## src/rtl/core/esc_pkg.sv

```systemverilog
// ============================================================================
// esc_pkg: shared constants and helpers for the sensor compensation core
// Fixed-point constants, register indexes and 32-bit wrap arithmetic helpers.
// ============================================================================
package esc_pkg;

    localparam int unsigned DIV_W = 32;

    localparam logic [31:0] TFINE_P_OFS  = 32'd64000;
    localparam logic [31:0] PRESS_BASE   = 32'd1048576;
    localparam logic [31:0] PRESS_SCALE  = 32'd3125;
    localparam logic [31:0] TFINE_H_OFS  = 32'd76800;
    localparam logic [31:0] HUM_ROUND    = 32'd16384;
    localparam logic [31:0] HUM_BIAS     = 32'd2097152;
    localparam logic [31:0] HUM_ACC_MAX  = 32'd419430400;

    typedef enum logic [2:0] {
        REG_TEMP_CALIB   = 3'd0,
        REG_PRESS_LOW    = 3'd1,
        REG_PRESS_HIGH   = 3'd2,
        REG_PRESS_HUMID  = 3'd3,
        REG_HUMID_REST   = 3'd4
    } reg_idx_t;

    // low 32 bits of a product; same bits for signed or unsigned operands
    function automatic logic [31:0] mul32(input logic [31:0] a, input logic [31:0] b);
        logic [31:0] r;
        r = a * b;
        return r;
    endfunction

    function automatic logic [31:0] asr32(input logic [31:0] x, input int unsigned n);
        logic [31:0] r;
        r = $unsigned($signed(x) >>> n);
        return r;
    endfunction

    function automatic logic [31:0] sx16(input logic [15:0] x);
        return {{16{x[15]}}, x};
    endfunction

    function automatic logic [31:0] sx8(input logic [7:0] x);
        return {{24{x[7]}}, x};
    endfunction

endpackage

```

## src/rtl/core/esc_divider.sv

```systemverilog
// ============================================================================
// esc_divider: pipelined restoring divider
// One quotient bit per stage, DIV_W stages, sideband travels with each item.
// ============================================================================
module esc_divider
    import esc_pkg::*;
#(
    parameter int unsigned DIV_W  = esc_pkg::DIV_W,
    parameter int unsigned SIDE_W = 1
)
(
    input  logic              clk,
    input  logic              rst_n,
    input  logic              en,
    input  logic              in_valid,
    input  logic [DIV_W-1:0]  num,
    input  logic [DIV_W-1:0]  den,
    input  logic [SIDE_W-1:0] side_in,
    output logic              out_valid,
    output logic [DIV_W-1:0]  quot,
    output logic [SIDE_W-1:0] side_out
);

    logic [DIV_W-1:0]  rem_reg  [DIV_W];
    logic [DIV_W-1:0]  nq_reg   [DIV_W];
    logic [DIV_W-1:0]  den_reg  [DIV_W];
    logic [SIDE_W-1:0] side_reg [DIV_W];
    logic [DIV_W-1:0]  v_reg;
    logic [DIV_W-1:0]  rem_next [DIV_W];
    logic [DIV_W-1:0]  nq_next  [DIV_W];

    genvar g;
    generate
        for (g = 0; g < DIV_W; g++) begin : g_stage
            logic [DIV_W-1:0]  rem_in;
            logic [DIV_W-1:0]  nq_in;
            logic [DIV_W-1:0]  den_in;
            logic [DIV_W:0]    trial;
            logic [DIV_W-1:0]  rem_st;
            logic [DIV_W-1:0]  nq_st;

            if (g == 0) begin : g_first
                assign rem_in = '0;
                assign nq_in  = num;
                assign den_in = den;
            end
            else begin : g_rest
                assign rem_in = rem_reg[g-1];
                assign nq_in  = nq_reg[g-1];
                assign den_in = den_reg[g-1];
            end

            always_comb
            begin
                trial = {rem_in, nq_in[DIV_W-1]} - {1'b0, den_in};
                if (!trial[DIV_W])
                begin
                    rem_st = trial[DIV_W-1:0];
                    nq_st  = {nq_in[DIV_W-2:0], 1'b1};
                end
                else
                begin
                    rem_st = {rem_in[DIV_W-2:0], nq_in[DIV_W-1]};
                    nq_st  = {nq_in[DIV_W-2:0], 1'b0};
                end
            end

            assign rem_next[g] = rem_st;
            assign nq_next[g]  = nq_st;
        end
    endgenerate

    always_ff @(posedge clk or negedge rst_n)
    begin
        if (!rst_n)
            v_reg <= '0;
        else if (en)
            v_reg <= {v_reg[DIV_W-2:0], in_valid};
    end

    always_ff @(posedge clk)
    begin
        if (en)
        begin
            den_reg[0]  <= den;
            side_reg[0] <= side_in;
            for (int i = 0; i < DIV_W; i++)
            begin
                rem_reg[i] <= rem_next[i];
                nq_reg[i]  <= nq_next[i];
            end
            for (int i = 1; i < DIV_W; i++)
            begin
                den_reg[i]  <= den_reg[i-1];
                side_reg[i] <= side_reg[i-1];
            end
        end
    end

    assign out_valid = v_reg[DIV_W-1];
    assign quot      = nq_reg[DIV_W-1];
    assign side_out  = side_reg[DIV_W-1];

endmodule

```

## config.mk

```make
export PLATFORM = sky130hd
export DESIGN_NAME = esc_divider
export DESIGN_NICKNAME = d
export VERILOG_FILES = /design/src/rtl/core/esc_pkg.sv /design/src/rtl/core/esc_divider.sv
export SDC_FILE = /design/constraint.sdc
export NUM_CORES = 2
export LEC_CHECK = 0
export BUFFER_PORTS_ARGS = -buffer_cell sky130_fd_sc_hd__buf_2
export CORE_MARGIN = 3
export CORE_UTILIZATION = 25
export DETAILED_ROUTE_END_ITERATION = 10
export SLEW_MARGIN = 5
export SYNTH_ARGS = -nofsm -noshare
export SYNTH_HDL_FRONTEND = slang
export SYNTH_SLANG_ARGS = --single-unit
```

## constraint.sdc

```tcl
create_clock -name clk -period 4.4 [get_ports clk]
set_input_delay 0.88 -clock clk [delete_from_list [all_inputs] [get_ports clk]]
set_output_delay 0.88 -clock clk [all_outputs]
set_load 0.02 [all_outputs]
```

==> metrics.txt <==
fraction of layout instances using a drive strength above 1 13.0%; clk sinks 3072; Hold Vio Cnt, Final 0; Final Critical Period 4.20 ns; Clk Latency, worst-skew pair 0.97 ns; die height 799 um; NetSw 48.0 mW; crit-path max cell delay 0.43 ns; startpoint of the worst hold path num[2]; top-count cell post-synth edfxtp_1; row cnt 290; clk buf depth 4; post-route setup slack 0.197 ns; Placement Setup Slack -0.0859 ns; most common library cells after synthesis edfxtp_1 (3040), inv_1 (1208), ha_1 (993), a21oi_1 (894), mux2_2 (715); Util after Layout 29.0%; status completed; # IOs 103; Post-synth EDFFs 3040; Max VDD drop 0.000426 V; crit path max fanout 33; max cap viols 0; Worst-Margin Slew 0.983 ns; total iterations of the first detailed-routing run 5; Die Width 799 um; Fillers 62700; worst hold stages 1; clk slew on worst S/H paths 0.06 ns; vias in the first global route 96200; Placed Cells 20800; dominant synthesized flop cell edfxtp_1; PortBufs 102; cell count along the critical path 13; post-synth top area cell edfxtp_1; reg2reg path depth 13; DR DRC count 0; Synth warnings 0; grt ovf 0; post-route insts no fill 21500; crit path DAT 4.90 ns; sequential area share after synthesis 58.6%; global-route wire length before repair 503000 um; drt initial violations 5291; Total Wirelength 314000 um; reg2reg start den_reg[0][0]$_DFFE_PP_; CP Capture Type flip-flop; Clock Skew 0.0958 ns; CTS tree done; Detailed Place HPWL 226000 um; vias 95400; CP bufs+invs 1; Max H-tree Level 5; Slowest-stage cell, CP o311a_1; fraction of registers with async set/reset 1.04%; Synth Instances 12500; gpl congestion 0.901; CTS Buf Count 358; largest cells by area after synthesis edfxtp_1 (58%), ha_1 (7.9%), mux2_2 (5.1%); Nets 14000; setup violators final 0; final worst-path cycle share 95.5%; initial core utilization 25.2%; Core Box Area 625000 um2; internal power 89.0 mW; number of flip-flops in the largest register 1024; Cell variety after synth 94; CP Data Required Time 5.10 ns; Global Route Usage Sum 9.47%; largest net degree at the start of global routing 171; leakage power of the design 70.7 nW; drt via density 4.44; Net Sw Frac 35.0%; Synth top area share 58.0%; die area 639000 um2; Slew HR 34.5%; area delta synth->final 15.4%; part of the power in combinational logic 44.9%; Critical Path, Cell by Cell ha_1 > fa_1 > nor2b_1 > o31a_1 > o31ai_2 > o2111ai_1 > o211ai_1 > o311a_1 > o21ai_1 > a2111oi_0 > or3_1 > buf_12 > mux2_1; CP startpoint kind flip-flop; wire length per cell 14.6 um; Setup CP Type reg -> reg; Worst path top cell family by delay compound AO/OA/AOI/OAI gates; Root Driver clkbuf_16; antenna-violating nets left 0; initial antenna violation count 4; fmax 0.238 GHz; Synth Register Bits 3072; PwrDens 755 nW/um2; Synth Cell Area 157000 um2; sequential share of power 33.8%; max-slew violations 0; hold crit path type in -> reg; Post-Syn Area per Cell 12.6 um2; Clock power frac 21.3%; Min Hold Slack 0.132 ns; RSZ-0062 raised after global routing false; crit path from den_reg[0][0]$_DFFE_PP_
-- worst paths after layout --
check,to,slack [ns]
max in group asynchronous,v_reg[12]$_DFFE_PN0P_,3.44
hold reg to reg,nq_reg[0][246]$_DFFE_PP_,0.37
setup reg to reg,rem_reg[0][55]$_DFFE_PP_,0.20
setup / recovery,rem_reg[0][55]$_DFFE_PP_,0.20
hold / removal,nq_reg[0][3]$_DFFE_PP_,0.13
min in group asynchronous,v_reg[0]$_DFFE_PN0P_,0.50
-- layout make-up --
class / count / area (um2) / area share [%]
clock inverter: 234 / 2200 / 1.21
clock buffer: 418 / 9370 / 5.16
sequential: 3072 / 92100 / 50.7
inverter: 1209 / 4540 / 2.50
timing repair buffer: 363 / 3220 / 1.77
multi-input combinational: 7876 / 59700 / 32.9
tap: 8322 / 10400 / 5.74
antenna: 3 / 7.51 / 0.00414
-- layer usage --
metal | track usage (%) | vias up | routed length [um] | part of all wire (%)
met5 | 0 | - | 0 | 0
met4 | 4.46 | 0 | 15600 | 4.9
met3 | 1.37 | 837 | 11100 | 3.5
met2 | 17.6 | 1760 | 161000 | 51
met1 | 10.6 | 45500 | 127000 | 40
li1 | - | 47300 | - | -
-- kinds of logic after synthesis --
logic type,after synthesis,share of synthesized area [%]
DFF,3072,58.6
AOI/OAI and AO/OA,3027,12.4
and+or+nand+nor,2206,6.84
buffers and inverters,1551,3.78
adders and majority gates,1023,8.28
muxes,813,5.77
xor gates and xnor gates,792,4.42
other,1,0.00238
-- repair_timing --
| item | in CTS | in global routing |
|---|---|---|
| gates resized for setup | 1 | 14 |
| hold buffers | 33 | 0 |
| setup endpoints to repair | 2 | 223 |
| setup buffers | 0 | 4 |
| pin swaps | 0 | 2 |
| hold endpoints to repair | 64 | 0 |
-- cells in the final DEF, fill, tap and decap left out, types with 139 or more instances in the layout --
master / instances
nand2_1: 707
nand2b_1: 139
nor2b_1: 143
nand3_1: 215
clkbuf_16: 366
xnor2_1: 495
a21o_1: 475
inv_1: 1208
ha_1: 993
a21oi_1: 893
o21ai_0: 659
nor2_1: 461
buf_4: 175
mux2_2: 715
xor2_1: 278
o21a_1: 153
edfxtp_1: 3040
-- power groups by stage --
stage | registers [mW] | clock network (mW) | logic (mW)
6_report | 46.3 | 29.2 | 61.5
5_1_grt | 47.0 | 31.6 | 68.1
4_1_cts | 46.4 | 30.5 | 61.4
3_5_place_dp | 46.9 | 0 | 60.8
3_3_place_gp | 47.0 | 0 | 59.9
2_1_floorplan | 45.0 | 0 | 46.9
-- per-stage QoR --
stage / TNS, ns / area (um2) / power, mW
after CTS: 0 / 181000 / 138
after global routing: 0 / 182000 / 147
after global placement: -0.157 / 170000 / 107
final: 0 / 182000 / 137
after detailed placement: -0.147 / 170000 / 108
after floorplan: 0 / 157000 / 91.9
Power figures use the tool's default switching activity.
